--- src/rtl/lcs_pkg.sv ---
// Shared types and constants of the literal and comment scanner.
package lcs_pkg;

    // Character class code produced by the front end.
    typedef logic [3:0] t_cls;

    localparam t_cls CL_OTHER = 4'd0;
    localparam t_cls CL_SPACE = 4'd1;
    localparam t_cls CL_NL    = 4'd2;
    localparam t_cls CL_SLASH = 4'd3;
    localparam t_cls CL_STAR  = 4'd4;
    localparam t_cls CL_AMP   = 4'd5;
    localparam t_cls CL_BAR   = 4'd6;
    localparam t_cls CL_DQ    = 4'd7;
    localparam t_cls CL_SQ    = 4'd8;
    localparam t_cls CL_BSL   = 4'd9;
    localparam t_cls CL_DOT   = 4'd10;
    localparam t_cls CL_DIGIT = 4'd11;
    localparam t_cls CL_EXP   = 4'd12;
    localparam t_cls CL_SIGN  = 4'd13;
    localparam t_cls CL_EOI   = 4'd14;

    // Token kind codes.
    typedef logic [2:0] t_kind;

    localparam t_kind K_INT   = 3'd0;
    localparam t_kind K_FLOAT = 3'd1;
    localparam t_kind K_STR   = 3'd2;
    localparam t_kind K_CHAR  = 3'd3;
    localparam t_kind K_AND   = 3'd4;
    localparam t_kind K_OR    = 3'd5;
    localparam t_kind K_BAD   = 3'd6;
    localparam t_kind K_OTHER = 3'd7;

    // Token length field width and its hard ceiling.
    localparam int LEN_W   = 12;
    localparam int LEN_MAX = 4095;

    // Depth of the queue between front and back.
    localparam int Q_DEPTH = 4;
    localparam int Q_AW    = 2;

    // Head of the queue as seen by the back end.
    typedef struct packed {
        logic valid;
        t_cls cls;
    } t_qhead;

endpackage

--- src/rtl/lcs_front.sv ---
// Front end: classifies each incoming character into a class code.
module lcs_front (
    input  logic [7:0]  i_ch,
    input  logic        i_eoi,
    output lcs_pkg::t_cls o_cls
);

    // Map the byte to the class the scanner state machine acts on.
    always_comb begin
        if (i_eoi) begin
            o_cls = lcs_pkg::CL_EOI;
        end else if (i_ch >= 8'h30 && i_ch <= 8'h39) begin
            o_cls = lcs_pkg::CL_DIGIT;
        end else if (i_ch == 8'h0A) begin
            o_cls = lcs_pkg::CL_NL;
        end else if (i_ch == 8'h20 || (i_ch >= 8'h09 && i_ch <= 8'h0D)) begin
            o_cls = lcs_pkg::CL_SPACE;
        end else begin
            case (i_ch)
                8'h2F:        o_cls = lcs_pkg::CL_SLASH;
                8'h2A:        o_cls = lcs_pkg::CL_STAR;
                8'h26:        o_cls = lcs_pkg::CL_AMP;
                8'h7C:        o_cls = lcs_pkg::CL_BAR;
                8'h22:        o_cls = lcs_pkg::CL_DQ;
                8'h27:        o_cls = lcs_pkg::CL_SQ;
                8'h5C:        o_cls = lcs_pkg::CL_BSL;
                8'h2E:        o_cls = lcs_pkg::CL_DOT;
                8'h65, 8'h45: o_cls = lcs_pkg::CL_EXP;
                8'h2B, 8'h2D: o_cls = lcs_pkg::CL_SIGN;
                default:      o_cls = lcs_pkg::CL_OTHER;
            endcase
        end
    end

endmodule

--- src/rtl/lcs_queue.sv ---
// Short queue of classified items between the front and back ends.
module lcs_queue (
    input  logic            i_clk,
    input  logic            i_rst_n,
    input  logic            i_push,
    input  lcs_pkg::t_cls   i_cls,
    output logic            o_full,
    input  logic            i_pop,
    output lcs_pkg::t_qhead o_head
);

    lcs_pkg::t_cls                 r_mem [lcs_pkg::Q_DEPTH];
    logic [lcs_pkg::Q_AW-1:0]      r_wptr, n_wptr;
    logic [lcs_pkg::Q_AW-1:0]      r_rptr, n_rptr;
    logic [lcs_pkg::Q_AW:0]        r_count, n_count;
    logic                          w_push;
    logic                          w_pop;

    // Guard the handshakes against full and empty.
    assign o_full = (r_count == (lcs_pkg::Q_AW+1)'(lcs_pkg::Q_DEPTH));
    assign w_push = i_push && !o_full;
    assign w_pop  = i_pop && (r_count != '0);

    assign o_head.valid = (r_count != '0);
    assign o_head.cls   = r_mem[r_rptr];

    // Pointer and fill count updates.
    always_comb begin
        n_wptr  = w_push ? r_wptr + 1'b1 : r_wptr;
        n_rptr  = w_pop ? r_rptr + 1'b1 : r_rptr;
        n_count = r_count;
        if (w_push && !w_pop) begin
            n_count = r_count + 1'b1;
        end else if (w_pop && !w_push) begin
            n_count = r_count - 1'b1;
        end
    end

    always_ff @(posedge i_clk) begin
        if (!i_rst_n) begin
            r_wptr  <= '0;
            r_rptr  <= '0;
            r_count <= '0;
        end else begin
            r_wptr  <= n_wptr;
            r_rptr  <= n_rptr;
            r_count <= n_count;
        end
    end

    // Storage for the queued class codes.
    always_ff @(posedge i_clk) begin
        if (w_push) begin
            r_mem[r_wptr] <= i_cls;
        end
    end

endmodule

--- src/rtl/lcs_back.sv ---
// Back end: scanner state machine with length counter and result register.
module lcs_back #(
    parameter int LEN_CAP = 4095
) (
    input  logic                       i_clk,
    input  logic                       i_rst_n,
    input  lcs_pkg::t_qhead            i_head,
    output logic                       o_pop,
    output logic                       o_valid,
    input  logic                       i_ready,
    output lcs_pkg::t_kind             o_kind,
    output logic [lcs_pkg::LEN_W-1:0]  o_token_length,
    output logic                       o_length_saturated,
    output logic [1:0]                 o_replay_count
);

    localparam logic [lcs_pkg::LEN_W-1:0] CAP = lcs_pkg::LEN_W'(LEN_CAP);

    localparam logic [4:0] S_IDLE     = 5'd0;
    localparam logic [4:0] S_SLASH    = 5'd1;
    localparam logic [4:0] S_LINE     = 5'd2;
    localparam logic [4:0] S_BLOCK    = 5'd3;
    localparam logic [4:0] S_AMP      = 5'd4;
    localparam logic [4:0] S_BAR      = 5'd5;
    localparam logic [4:0] S_STR      = 5'd6;
    localparam logic [4:0] S_STR_ESC  = 5'd7;
    localparam logic [4:0] S_CHR      = 5'd8;
    localparam logic [4:0] S_CHR_ESC  = 5'd9;
    localparam logic [4:0] S_LEAD_DOT = 5'd10;
    localparam logic [4:0] S_INT      = 5'd11;
    localparam logic [4:0] S_INT_DOT  = 5'd12;
    localparam logic [4:0] S_FRAC     = 5'd13;
    localparam logic [4:0] S_EXP      = 5'd14;
    localparam logic [4:0] S_EXP_SIGN = 5'd15;
    localparam logic [4:0] S_EXP_DIG  = 5'd16;

    logic [4:0]                r_mode, n_mode;
    logic [lcs_pkg::LEN_W-1:0] r_len, n_len;
    logic                      r_body, n_body;
    logic                      r_star, n_star;
    logic [lcs_pkg::LEN_W-1:0] w_len1, w_len2;
    lcs_pkg::t_cls             w_cls;
    logic                      w_eoi;

    logic                      e_fire;
    lcs_pkg::t_kind            e_kind;
    logic [lcs_pkg::LEN_W-1:0] e_len;
    logic [1:0]                e_rep;

    logic                      r_out_valid;
    lcs_pkg::t_kind            r_kind;
    logic [lcs_pkg::LEN_W-1:0] r_tlen;
    logic                      r_sat;
    logic [1:0]                r_rep;

    // Take one item whenever the result register is free or being drained.
    assign o_pop = i_head.valid && (!r_out_valid || i_ready);
    assign w_cls = i_head.cls;
    assign w_eoi = (w_cls == lcs_pkg::CL_EOI);

    // Saturating length after one and after two more characters.
    assign w_len1 = (r_len < CAP) ? r_len + 1'b1 : r_len;
    assign w_len2 = (w_len1 < CAP) ? w_len1 + 1'b1 : w_len1;

    // Next state and result of the current item.
    always_comb begin
        n_mode = r_mode;
        n_len  = r_len;
        n_body = r_body;
        n_star = r_star;
        e_fire = 1'b0;
        e_kind = lcs_pkg::K_OTHER;
        e_len  = '0;
        e_rep  = 2'd0;
        unique case (r_mode)
            S_IDLE: begin
                if (w_eoi || w_cls == lcs_pkg::CL_SPACE || w_cls == lcs_pkg::CL_NL) begin
                    n_mode = S_IDLE;
                end else if (w_cls == lcs_pkg::CL_SLASH) begin
                    n_mode = S_SLASH;
                end else if (w_cls == lcs_pkg::CL_AMP) begin
                    n_mode = S_AMP;
                end else if (w_cls == lcs_pkg::CL_BAR) begin
                    n_mode = S_BAR;
                end else begin
                    n_len = lcs_pkg::LEN_W'(1);
                    if (w_cls == lcs_pkg::CL_DQ) begin
                        n_mode = S_STR;
                    end else if (w_cls == lcs_pkg::CL_SQ) begin
                        n_mode = S_CHR;
                        n_body = 1'b0;
                    end else if (w_cls == lcs_pkg::CL_DOT) begin
                        n_mode = S_LEAD_DOT;
                    end else if (w_cls == lcs_pkg::CL_DIGIT) begin
                        n_mode = S_INT;
                    end else begin
                        e_fire = 1'b1;
                        e_rep  = 2'd1;
                    end
                end
            end
            S_SLASH: begin
                if (w_eoi) begin
                    e_fire = 1'b1;
                    e_rep  = 2'd1;
                end else if (w_cls == lcs_pkg::CL_SLASH) begin
                    n_mode = S_LINE;
                end else if (w_cls == lcs_pkg::CL_STAR) begin
                    n_mode = S_BLOCK;
                    n_star = 1'b0;
                end else begin
                    e_fire = 1'b1;
                    e_rep  = 2'd2;
                end
            end
            S_LINE: begin
                if (w_eoi || w_cls == lcs_pkg::CL_NL) begin
                    n_mode = S_IDLE;
                    n_len  = '0;
                    n_body = 1'b0;
                    n_star = 1'b0;
                end
            end
            S_BLOCK: begin
                if (w_eoi) begin
                    e_fire = 1'b1;
                    e_kind = lcs_pkg::K_BAD;
                end else if (r_star && w_cls == lcs_pkg::CL_SLASH) begin
                    n_mode = S_IDLE;
                    n_len  = '0;
                    n_body = 1'b0;
                    n_star = 1'b0;
                end else begin
                    n_star = (w_cls == lcs_pkg::CL_STAR);
                end
            end
            S_AMP, S_BAR: begin
                e_fire = 1'b1;
                if (w_eoi) begin
                    e_rep = 2'd1;
                end else if ((r_mode == S_AMP && w_cls == lcs_pkg::CL_AMP) ||
                             (r_mode == S_BAR && w_cls == lcs_pkg::CL_BAR)) begin
                    e_kind = (r_mode == S_AMP) ? lcs_pkg::K_AND : lcs_pkg::K_OR;
                    e_len  = lcs_pkg::LEN_W'(2);
                end else begin
                    e_rep = 2'd2;
                end
            end
            S_STR, S_CHR: begin
                if (w_eoi) begin
                    e_fire = 1'b1;
                    e_kind = lcs_pkg::K_BAD;
                    e_len  = r_len;
                end else begin
                    n_len = w_len1;
                    if (w_cls == lcs_pkg::CL_BSL) begin
                        n_mode = (r_mode == S_STR) ? S_STR_ESC : S_CHR_ESC;
                        n_body = 1'b1;
                    end else if (r_mode == S_STR && w_cls == lcs_pkg::CL_DQ) begin
                        e_fire = 1'b1;
                        e_kind = lcs_pkg::K_STR;
                        e_len  = w_len1;
                    end else if (r_mode == S_CHR && w_cls == lcs_pkg::CL_SQ) begin
                        // An empty char literal is malformed.
                        e_fire = 1'b1;
                        e_kind = r_body ? lcs_pkg::K_CHAR : lcs_pkg::K_BAD;
                        e_len  = w_len1;
                    end else begin
                        n_body = 1'b1;
                    end
                end
            end
            S_STR_ESC, S_CHR_ESC: begin
                if (w_eoi) begin
                    e_fire = 1'b1;
                    e_kind = lcs_pkg::K_BAD;
                    e_len  = r_len;
                end else begin
                    n_len  = w_len1;
                    n_mode = (r_mode == S_STR_ESC) ? S_STR : S_CHR;
                end
            end
            S_LEAD_DOT: begin
                if (w_eoi) begin
                    e_fire = 1'b1;
                    e_rep  = 2'd1;
                end else if (w_cls == lcs_pkg::CL_DIGIT) begin
                    n_len  = w_len1;
                    n_mode = S_FRAC;
                end else begin
                    e_fire = 1'b1;
                    e_rep  = 2'd2;
                end
            end
            S_INT: begin
                if (w_eoi) begin
                    e_fire = 1'b1;
                    e_kind = lcs_pkg::K_INT;
                    e_len  = r_len;
                end else if (w_cls == lcs_pkg::CL_DIGIT) begin
                    n_len = w_len1;
                end else if (w_cls == lcs_pkg::CL_DOT) begin
                    n_mode = S_INT_DOT;
                end else if (w_cls == lcs_pkg::CL_EXP) begin
                    n_len  = w_len1;
                    n_mode = S_EXP;
                end else begin
                    e_fire = 1'b1;
                    e_kind = lcs_pkg::K_INT;
                    e_len  = r_len;
                    e_rep  = 2'd1;
                end
            end
            S_INT_DOT: begin
                // A second dot leaves the integer and hands back the range operator.
                if (w_cls == lcs_pkg::CL_DOT) begin
                    e_fire = 1'b1;
                    e_kind = lcs_pkg::K_INT;
                    e_len  = r_len;
                    e_rep  = 2'd2;
                end else if (w_eoi) begin
                    e_fire = 1'b1;
                    e_kind = lcs_pkg::K_FLOAT;
                    e_len  = w_len1;
                end else if (w_cls == lcs_pkg::CL_DIGIT) begin
                    n_len  = w_len2;
                    n_mode = S_FRAC;
                end else if (w_cls == lcs_pkg::CL_EXP) begin
                    n_len  = w_len2;
                    n_mode = S_EXP;
                end else begin
                    e_fire = 1'b1;
                    e_kind = lcs_pkg::K_FLOAT;
                    e_len  = w_len1;
                    e_rep  = 2'd1;
                end
            end
            S_FRAC, S_EXP_DIG: begin
                if (w_eoi) begin
                    e_fire = 1'b1;
                    e_kind = lcs_pkg::K_FLOAT;
                    e_len  = r_len;
                end else if (w_cls == lcs_pkg::CL_DIGIT) begin
                    n_len = w_len1;
                end else if (r_mode == S_FRAC && w_cls == lcs_pkg::CL_EXP) begin
                    n_len  = w_len1;
                    n_mode = S_EXP;
                end else begin
                    e_fire = 1'b1;
                    e_kind = lcs_pkg::K_FLOAT;
                    e_len  = r_len;
                    e_rep  = 2'd1;
                end
            end
            S_EXP, S_EXP_SIGN: begin
                if (w_eoi) begin
                    e_fire = 1'b1;
                    e_kind = lcs_pkg::K_BAD;
                    e_len  = r_len;
                end else if (r_mode == S_EXP && w_cls == lcs_pkg::CL_SIGN) begin
                    n_len  = w_len1;
                    n_mode = S_EXP_SIGN;
                end else if (w_cls == lcs_pkg::CL_DIGIT) begin
                    n_len  = w_len1;
                    n_mode = S_EXP_DIG;
                end else begin
                    e_fire = 1'b1;
                    e_kind = lcs_pkg::K_BAD;
                    e_len  = r_len;
                    e_rep  = 2'd1;
                end
            end
            default: begin
                n_mode = S_IDLE;
                n_len  = '0;
                n_body = 1'b0;
                n_star = 1'b0;
            end
        endcase
        // Every result returns the scanner to its reset state.
        if (e_fire) begin
            n_mode = S_IDLE;
            n_len  = '0;
            n_body = 1'b0;
            n_star = 1'b0;
        end
    end

    // Scanner state registers advance only on a taken item.
    always_ff @(posedge i_clk) begin
        if (!i_rst_n) begin
            r_mode <= S_IDLE;
            r_len  <= '0;
            r_body <= 1'b0;
            r_star <= 1'b0;
        end else if (o_pop) begin
            r_mode <= n_mode;
            r_len  <= n_len;
            r_body <= n_body;
            r_star <= n_star;
        end
    end

    // Result valid flag.
    always_ff @(posedge i_clk) begin
        if (!i_rst_n) begin
            r_out_valid <= 1'b0;
        end else if (o_pop) begin
            r_out_valid <= e_fire;
        end else if (i_ready) begin
            r_out_valid <= 1'b0;
        end
    end

    // Result payload.
    always_ff @(posedge i_clk) begin
        if (o_pop && e_fire) begin
            r_kind <= e_kind;
            r_tlen <= e_len;
            r_sat  <= (e_len >= CAP);
            r_rep  <= e_rep;
        end
    end

    assign o_valid            = r_out_valid;
    assign o_kind             = r_kind;
    assign o_token_length     = r_tlen;
    assign o_length_saturated = r_sat;
    assign o_replay_count     = r_rep;

endmodule

--- src/rtl/literal_and_comment_scanner.sv ---
// The item that completes a token passes through the queue and then the result register
// before its result can be taken.
// Throughput: one character per cycle while the result register is free or being drained,
// set by the back-end state machine taking one queued item per cycle; a four-entry queue
// absorbs output stalls. Reset (synchronous, active low) empties the queue, returns the
// scanner to idle and drops any pending result.
// Top level of the literal and comment scanner.
module literal_and_comment_scanner #(
    parameter int MAX_TOKEN_LEN = 4095
) (
    input  logic        i_clk,
    input  logic        i_rst_n,
    input  logic        i_valid,
    output logic        o_ready,
    input  logic [7:0]  i_ch,
    input  logic        i_end_of_input,
    output logic        o_valid,
    input  logic        i_ready,
    output logic [2:0]  o_kind,
    output logic [11:0] o_token_length,
    output logic        o_length_saturated,
    output logic [1:0]  o_replay_count
);

    localparam int LEN_CAP = (MAX_TOKEN_LEN < lcs_pkg::LEN_MAX) ?
                             MAX_TOKEN_LEN : lcs_pkg::LEN_MAX;

    lcs_pkg::t_cls   w_cls;
    lcs_pkg::t_qhead w_head;
    logic            w_full;
    logic            w_pop;

    // Front end classifies the incoming character.
    lcs_front u_front (
        .i_ch  (i_ch),
        .i_eoi (i_end_of_input),
        .o_cls (w_cls)
    );

    assign o_ready = !w_full;

    // Queue decouples the input side from the scanner.
    lcs_queue u_queue (
        .i_clk   (i_clk),
        .i_rst_n (i_rst_n),
        .i_push  (i_valid),
        .i_cls   (w_cls),
        .o_full  (w_full),
        .i_pop   (w_pop),
        .o_head  (w_head)
    );

    // Back end runs the scanner and holds the result.
    lcs_back #(
        .LEN_CAP (LEN_CAP)
    ) u_back (
        .i_clk              (i_clk),
        .i_rst_n            (i_rst_n),
        .i_head             (w_head),
        .o_pop              (w_pop),
        .o_valid            (o_valid),
        .i_ready            (i_ready),
        .o_kind             (o_kind),
        .o_token_length     (o_token_length),
        .o_length_saturated (o_length_saturated),
        .o_replay_count     (o_replay_count)
    );

endmodule

--- config.mk ---
export PLATFORM = sky130hd
export DESIGN_NAME = literal_and_comment_scanner
export DESIGN_NICKNAME = d
export VERILOG_FILES = /design/src/rtl/lcs_pkg.sv /design/src/rtl/lcs_front.sv /design/src/rtl/lcs_queue.sv /design/src/rtl/lcs_back.sv /design/src/rtl/literal_and_comment_scanner.sv
export SDC_FILE = /design/constraint.sdc
export NUM_CORES = 1
export LEC_CHECK = 0
export BUFFER_PORTS_ARGS = -buffer_cell sky130_fd_sc_hd__buf_2
export CAP_MARGIN = 20
export CORE_ASPECT_RATIO = 0.75
export CORE_MARGIN = 3
export CORE_UTILIZATION = 45
export DETAILED_ROUTE_END_ITERATION = 12
export GPL_TIMING_DRIVEN = 1
export PLACE_DENSITY = 0.63
export RECOVER_POWER = 50
export SLEW_MARGIN = 20
export SYNTH_ARGS = -nofsm -noshare
export SYNTH_HDL_FRONTEND = slang
export SYNTH_SLANG_ARGS = --single-unit
--- constraint.sdc ---
create_clock -name i_clk -period 4.6 [get_ports i_clk]
set_clock_uncertainty 0.15 [all_clocks]
set_input_delay 0 -clock i_clk [delete_from_list [all_inputs] [get_ports i_clk]]
set_output_delay 0 -clock i_clk [all_outputs]
set_load 0.01 [all_outputs]
After elaboration in Yosys (flattened, before gate mapping). Memory sizes are Yosys's and may differ from the RTL's. A register that Yosys moved wholly into a read port is not among the register bits. Cells that the tools add are included.

Add/sub/neg operators: 6. Order comparisons: 7. Equal/unequal tests: 84. Mux-type cells: 202. Reductions and logical operators: 45.

Operators with widths (count): 12-bit two-way mux (46); 5-bit two-way mux (33); 12-bit case mux with 10 select lines (1); 12-bit case mux with 7 select lines (1); 8-bit by 6-bit == test with 1-bit output, second input constant (9); 3-bit two-way mux (22); 1-bit two-way mux (61); 5-bit case mux with 12 select lines (1); 2-bit two-way mux (25); 5-bit by 4-bit == test with 1-bit output, second input constant (8); 4-bit case mux with 10 select lines (1); 8-bit by 7-bit == test with 1-bit output, second input constant (4); 3-bit != test, second input constant (10); 4-bit == test, second input constant (7); 3-bit by 2-bit != test with 1-bit output, second input constant (9); 12-bit by 1-bit adder with 12-bit output, second input constant (2); 12-bit less-than comparator, second input constant (2); 4-bit two-way mux (6); 22-bit AND reduction (1); 3-bit by 1-bit != test with 1-bit output, second input constant (7); 3-bit case mux with 7 select lines (1); 5-bit by 3-bit == test with 1-bit output, second input constant (4); 4-bit by 1-bit != test with 1-bit output, second input constant (5); 20-bit AND reduction (1); other kinds (36) (77).

Flip-flop bits (word level): 45. Memory bits (writable): 16. Output and inout bits: 20. Memories kept: 1.

Memory list: u_queue.r_mem (words 4, width 4, read ports 1, clocked after memory_dff 1, write ports 1, RTL line lcs_queue.sv:12) `lcs_pkg::t_cls r_mem [lcs_pkg::Q_DEPTH];`.

Logic depth before layout (Yosys ltp). Gate-level depths: netlist of run 1.

Depth after elaboration: 12. Depth in mapped cells: 14. Gate-level depth less buffers: 12.

Hierarchy. From an unflattened synthesis of run 1, not the netlist that was laid out.

Cell total of the unflattened synthesis: 582. Area, all modules: 4880.9 sq um.

Modules (own cells, without submodules): lcs_back (times used 1, cells an instance 477, area each 3559.7 sq um, sequential area each 940.9 sq um); lcs_queue (times used 1, cells an instance 68, area each 1061.0 sq um, sequential area each 660.6 sq um); lcs_front (times used 1, cells an instance 36, area each 256.5 sq um, sequential area each 0.0 sq um); literal_and_comment_scanner (times used 1, cells an instance 1, area each 3.8 sq um, sequential area each 0.0 sq um).

Worst setup path after synthesis of run 1. Ideal clock, no wire load.

Kind: flip-flop to flip-flop. Start point: register (tool-made name). End point: register u_back.r_kind[0], in the netlist u_back.o_kind[0], enable pin. Data arrival time: 3.133 ns. Setup slack: 0.923 ns. Stages on the path, launching flop included: 10. Path buffers: 2. Period minus slack after synthesis: 3.677 ns. Cell sequence: dfxtp_1 -> buf_6 -> mux4_2 -> nand2b_1 -> or4_1 -> clkbuf_1 -> and2_1 -> a41oi_1 -> nor2_1 -> nor2_1.

RTL lines: end signal, assigned (RTL line lcs_back.sv:318) `r_kind <= e_kind;`; end, declared (RTL line lcs_back.sv:51) `lcs_pkg::t_kind r_kind;`.

Worst setup path after layout of run 1.
Start point: register u_back.r_len[0] in the netlist's numbering. End point: register u_back.r_len[0] in the netlist's numbering.

Longest elaborated chain between the ends: 10.

RTL lines: start, declared (RTL line lcs_back.sv:38) `logic [lcs_pkg::LEN_W-1:0] r_len, n_len;`; start signal, assigned (RTL line lcs_back.sv:298) `r_len <= n_len;`; 12-bit by 1-bit adder with 12-bit output or 12-bit less-than comparator (tied branches) (RTL line lcs_back.sv:62) `assign w_len1 = (r_len < CAP) ? r_len + 1'b1 : r_len;`; 12-bit two-way mux (RTL line lcs_back.sv:62); 12-bit by 1-bit adder with 12-bit output or 12-bit less-than comparator (tied branches) (RTL line lcs_back.sv:63) `assign w_len2 = (w_len1 < CAP) ? w_len1 + 1'b1 : w_len1;`; 12-bit two-way mux (RTL line lcs_back.sv:63); 12-bit two-way mux (RTL line lcs_back.sv:228) `end else if (w_cls == lcs_pkg::CL_EXP) begin`; 12-bit two-way mux (RTL line lcs_back.sv:225) `end else if (w_cls == lcs_pkg::CL_DIGIT) begin`; 12-bit two-way mux (RTL line lcs_back.sv:221) `end else if (w_eoi) begin`; 12-bit two-way mux (RTL line lcs_back.sv:216) `if (w_cls == lcs_pkg::CL_DOT) begin`; 12-bit case mux with 10 select lines (*) (RTL line lcs_back.sv:75) `unique case (r_mode)`; 12-bit two-way mux (*) (RTL line lcs_back.sv:281) `if (e_fire) begin`.

Every way passes the cells marked *; elsewhere a longest branch is shown, timed or not. The select of a mux whose other input is x is not followed. A chain may end at the register's enable or synchronous reset.

==> results.py, run 1 <==
metrics = {
    "status": {
        "status": "finished clean",
    },
    "synthesis": {
        "yosysTopAreaCell": "edfxtp_1",
        "netlist_instances": 626,
        "synth_edf_count": 34,
        "async_flop_share_pct": 0,
        "ys_types": 81,
        "synth_top_area_share_pct": 19.9,
        "ys_warn_count": 0,
        "synth_area_leaders": "edfxtp_1, dfxtp_1, o21ai_0, a21oi_1, nand2_1",
        "avgSynthCellArea_sq_um": 8.18,
        "synth_area_sq_um": 5120,
        "ys_ff_latch": 63,
        "synth_flop_cell": "edfxtp_1",
        "yosysSeqAreaShare_pct": 31.3,
        "synth_nets": 647,
    },
    "critical_path": {
        "critPathMostFrequentCell": "nand2_1",
        "reg2reg_from": "u_back.r_len[0]$_SDFFE_PN0P_",
        "slowest_delay_ns": 0.60,
        "worstPathMaxFanout": 15,
        "endpoint_kind": "register",
        "worstSetupStartpointType": "register",
        "worstPathArrival_ns": 3.95,
        "crit_path_start": "u_back.r_len[0]$_SDFFE_PN0P_",
        "cp_num_buf_inv": 2,
        "crit_family": "simple AND/OR/NAND/NOR gates",
        "cp_cell_sequence": "ha_1 -> nand2_1 -> nor3_1 -> buf_4 -> nand2_1 -> nand2_1 -> ha_1 -> and2_1 -> nand3_1 -> nor3_1 -> buf_4 -> mux2i_1 -> o31a_1 -> a21o_1",
        "cp_slowest_cell": "dfxtp_1",
        "critPathKind": "reg2reg",
        "required_ns": 4.68,
    },
    "clock_network": {
        "cts_resized": 0,
        "cts_buffers": 9,
        "cts_sinks": 63,
        "cts-root-buf": "clkbuf_16",
        "ctsHoldBuffers": 3,
        "clkTransAtPathRegs_ns": 0.06,
        "cts_tree": "yes",
        "htreeDepth": 3,
        "clk_path_buf_depth": 2,
        "clk_latency_ns": 0.33,
        "post_cts_buffers": 0,
    },
    "global_route": {
        "grt-ovfl-total": 0,
        "grt_pass1_vias": 4899,
        "grt_max_degree": 30,
        "grt_usage_pct": 26.3,
        "antenna_found_initial": 0,
        "grt_first_pass_wirelength_um": 26400,
    },
    "place": {
        "place.gp.congestion": 1.07,
        "port_buffers": 32,
        "hpwl_um": 12100,
    },
    "floorplanning": {
        "ioPinCount": 33,
        "rows": 33,
        "die_h_um": 98.4,
        "start_util_pct": 46.5,
        "die-area_sq_um": 12700,
        "die_w_um": 129,
        "coreArea_sq_um": 11000,
    },
    "flow_run": {
        "drv_cap": 0,
    },
    "power": {
        "leakage_uw": 0.00201,
        "power_density_nw_per_um2": 514,
        "ir_worst_vdd_mv": 0.333,
        "power_uw": 2940,
    },
    "sta": {
        "fin_crit_sh_pct": 84.2,
        "fin_setup_tns_ns": 0,
        "slew-limit-headroom_pct": 46.8,
        "slew_viol_final": 0,
        "setup-violations-final": 0,
        "hold_violations": 0,
        "period_minus_slack_ns": 3.87,
        "rsz0062_at_grt": "false",
        "tightest_slew_ns": 0.796,
        "fmaxAchievable_mhz": 258,
    },
    "route": {
        "drt_first_pass_iters": 5,
        "routed_wl_um": 16400,
        "first_iter_violations": 931,
        "vias_per_cell": 6.70,
        "drc_errors": 0,
        "vias": 5287,
        "wl_per_cell_um": 20.8,
        "postRouteAntennaNets": 0,
    },
    "finish": {
        "drive_gt1_share_pct": 11.2,
        "diodes": 0,
        "utilization_pct": 51.8,
        "most-common-layout-cells": "nand2_1, o21ai_0, nor2_1, a21oi_1, edfxtp_1",
        "fin_nets": 665,
        "areaGrowthSynthToFinish_pct": 11.5,
        "layout_commonest_cell": "nand2_1",
    },
    "worst_hold_path": {
        "hp-class": "in2reg",
        "hp-start": "i_ch[5]",
    },
}
==> cells in the mapped netlist (8+ instances only) <==
master,number
nor3_1,19
nand2_1,60
and2_1,9
edfxtp_1,34
dfxtp_1,29
nand4_1,9
nand2b_1,15
inv_1,12
o22ai_1,8
nor2b_1,12
nand3_1,24
nor2_1,45
and3_1,11
o21ai_0,50
mux2i_1,8
a31oi_1,14
a21oi_1,45
o211ai_1,8
clkbuf_1,38
a22o_1,14
==> registers in the layout, summed over array words and instances, names as in the netlist, named ones only <==
name	count
u_back.o_token_length	12
u_back.r_len	12
u_back.o_valid	1
u_back.o_kind	3
u_queue.r_count	3
u_queue.r_mem	16
u_queue.r_rptr	2
u_queue.r_wptr	2
u_back.r_mode	5
u_back.o_length_saturated	1
u_back.r_star	1
u_back.r_body	1
u_back.o_replay_count	2
==> cell type report <==
class | instances | area [sq um]
Inverter | 12 | 45.0
Tap cell | 140 | 175
Multi-Input combinational cell | 502 | 3270
Clock inverter | 7 | 72.6
Timing Repair Buffer | 56 | 322
Clock buffer | 9 | 225
Fill cell | 1020 | 5310
Sequential cell | 63 | 1600
==> worst reg2reg max path, delay by kind of cell (launching register included) <==
kind	cells	cell delay [ns]
AOI/OAI and AO/OA	2	0.44
buffers and inverters	2	0.40
and+or+nand+nor	7	1.30
muxes	1	0.08
adders and majority gates	2	0.79
DFF	1	0.60
==> cells by family (layout without fill, tap and decap cells) <==
family                   Yosys count  count (layout)  share of synthesized area [%]
multiplexers                      14              14                           3.76
flip-flops                        63              63                           31.3
XOR/XNOR                          12              12                           2.05
adder cells (fa/ha/maj)            8               8                           2.10
AND/OR/NAND/NOR                  256             256                           27.3
buffers and inverters             61              84                           4.89
AO/OA/AOI/OAI                    212             212                           28.6
==> report_power, final <==
| part | internal [uW] | leakage (uW) | switching [uW] |
|---|---|---|---|
| clock | 420 | 0.000143 | 270 |
| combinational | 491 | 0.00132 | 928 |
| sequential | 756 | 0.000548 | 73.3 |
==> metrics by stage <==
stage / setup WS (ns) / hold slack (ns) / area (sq um) / cells
3_5_place_dp: 0.804 / 0.204 / 5410 / 770
5_1_grt: 0.510 / 0.0152 / 5710 / 789
6_report: 0.728 / 0.0200 / 5710 / 789
2_1_floorplan: 0.923 / -0.0322 / 5120 / 626
3_3_place_gp: 0.856 / 0.208 / 5410 / 770
4_1_cts: 0.790 / 0.000569 / 5740 / 789
==> final timing paths <==
kind         cells after the start  slack, ns                             to
max                             14       0.73   u_back.r_len[0]$_SDFFE_PN0P_
min                              3       0.02  u_queue.r_mem[3][2]$_DFFE_PP_
max reg2reg                     14       0.73   u_back.r_len[0]$_SDFFE_PN0P_
min reg2reg                      2       0.33     u_back.r_body$_SDFFE_PN0P_
==> per-layer routing <==
metal,up-vias,share of wire (%),global-route usage [%]
met1,2470,47,40.5
met3,46,11,7.27
met5,-,0,0
met2,327,39,35.2
li1,2444,-,-
met4,0,2.7,8.39
Power figures use the tool's default switching activity.
==> run 2: changes to the inputs <==
clock period = 3.7 ns   (was 4.6 ns; I/O delays follow)
==> results.py, run 2 (synthesis gave the netlist of run 1 again) <==
metrics = {
    "sta": {
        "slew-limit-headroom_pct": 47.3,
        "period_minus_slack_ns": 3.54,
        "slew_viol_final": 0,
        "tightest_slew_ns": 0.789,
        "setup-violations-final": 0,
        "rsz0062_at_grt": "false",
        "timing.final.ws_setup_ns": 0.158,
        "fmaxAchievable_mhz": 282,
        "fin_setup_tns_ns": 0,
        "fin_crit_sh_pct": 95.7,
        "hold_violations": 0,
    },
    "clock_network": {
        "htreeDepth": 3,
        "clkTransAtPathRegs_ns": 0.06,
        "cts_buffers": 9,
        "clk_latency_ns": 0.33,
        "cts-root-buf": "clkbuf_16",
        "cts_tree": "yes",
        "cts_sinks": 63,
        "clk_path_buf_depth": 2,
    },
    "power": {
        "ir_worst_vdd_mv": 0.379,
        "power.internal_uw": 2150,
        "switching_power_uw": 1630,
        "power.share.combinational_pct": 51.9,
        "power_density_nw_per_um2": 632,
        "pwr-share-clk_pct": 20.4,
        "power_uw": 3780,
        "leakage_uw": 0.00217,
        "p_seq_share_pct": 27.7,
        "p_sw_share_pct": 43.1,
    },
    "worst_hold_path": {
        "hp-class": "in2reg",
        "hp-start": "i_valid",
    },
    "critical_path": {
        "regToRegSetupSlack_ns": 0.16,
        "worstPathArrival_ns": 3.66,
        "worstSetupStartpointType": "register",
        "critPathKind": "reg2reg",
        "endpoint_kind": "register",
        "worstPathMaxFanout": 7,
        "required_ns": 3.81,
    },
    "place": {
        "dp_cells": 797,
        "place.gp.congestion": 1.07,
        "hpwl_um": 13000,
        "dpl_worst_slack_ns": 0.0529,
        "port_buffers": 32,
    },
    "route": {
        "postRouteAntennaNets": 0,
        "drc_errors": 0,
        "first_iter_violations": 917,
        "routed_wl_um": 17300,
        "vias": 5521,
        "wl_per_cell_um": 21.1,
        "vias_per_cell": 6.73,
        "drt_first_pass_iters": 6,
    },
    "status": {
        "status": "finished clean",
    },
    "floorplanning": {
        "die_w_um": 129,
        "ioPinCount": 33,
        "rows": 33,
        "coreArea_sq_um": 11000,
        "start_util_pct": 46.5,
        "die-area_sq_um": 12700,
        "die_h_um": 98.4,
    },
    "global_route": {
        "grt_usage_pct": 27.3,
        "grt_max_degree": 27,
        "grt-ovfl-total": 0,
        "grt_first_pass_wirelength_um": 27300,
        "grt_pass1_vias": 4961,
        "antenna_found_initial": 0,
    },
    "finish": {
        "fin_nets": 696,
        "diodes": 0,
        "layout_commonest_cell": "nand2_1",
        "top_register": "u_queue.r_mem",
        "drive_gt1_share_pct": 15.6,
        "areaGrowthSynthToFinish_pct": 16.9,
        "most-common-layout-cells": "nand2_1, o21ai_0, buf_4, a21oi_1, nor2_1",
        "largest_reg_flops": 16,
        "layoutNonFillerInstCount": 820,
    },
    "flow_run": {
        "drv_cap": 0,
    },
}
[run 2: cell types whose count changed in the layout (fill, tap and decap cells not counted), sizes merged]
cell	before	now
buf	32	61
mux4	4	5
clkinv	4	5
bufinv	1	0
dlygate4sd3	3	4
[run 2: power by group through the flow]
stage,Sequential (uW),Clock [uW],Combinational [uW]
2_1_floorplan,1070,0,1210
3_3_place_gp,1040,0,1850
3_5_place_dp,1050,0,1850
4_1_cts,1030,790,1870
5_1_grt,1060,827,2120
6_report,1050,770,1960
[run 2: path summary, 6_finish.rpt]
check | end | cells after the start
max | u_back.r_mode[4]$_SDFFE_PN0P_ | 9
min | u_queue.r_mem[2][2]$_DFFE_PP_ | 2
max reg2reg | u_back.r_mode[4]$_SDFFE_PN0P_ | 9
min reg2reg | u_back.r_body$_SDFFE_PN0P_ | 2
[run 2: layer usage]
layer  vias up  global-route usage (%)  routed length, um
li1       2504                       -                  -
met5         -                       0                  0
met1      2611                    42.3               7940
met4         0                    7.02                414
met3        47                    8.09               2280
met2       359                    36.7               6690
[run 2: layout make-up]
class	instances	area, sq um
Fill cell	1051	5040
Multi-Input combinational cell	503	3310
Sequential cell	63	1610
Timing Repair Buffer	86	574
Clock buffer	9	225
Tap cell	140	175
Clock inverter	7	47.5
Inverter	12	45.0
[run 2: what timing repair did]
| action | in CTS | in global routing |
|---|---|---|
| endpoints found under the hold margin | 17 | 0 |
| resized for setup | 0 | 6 |
| endpoints found under the setup margin | 0 | 18 |
| buffers inserted | 0 | 2 |
| hold buffers | 4 | 0 |
[run 2: critical path, stage by stage, from the launching register on]
cell and delay [ns]:
dfxtp_4 0.42, mux4_2 0.57, or4b_4 0.60, a31oi_4 0.25, o21ai_0 0.12, nor4_1 0.36, nand4b_1 0.30, nor4_4 0.34
buf_4 0.18, a32o_1 0.18
[run 2: through the flow]
step | instance area (sq um) | hold WS [ns] | utilization [%]
CTS | 5940 | 0.0186 | 53.9
global placement | 5630 | 0.148 | 51.0
global route | 5990 | 0.0360 | 54.3
finish | 5990 | 0.0389 | 54.3
floorplan | 5120 | -0.0322 | -
detailed placement | 5630 | 0.151 | 51.0
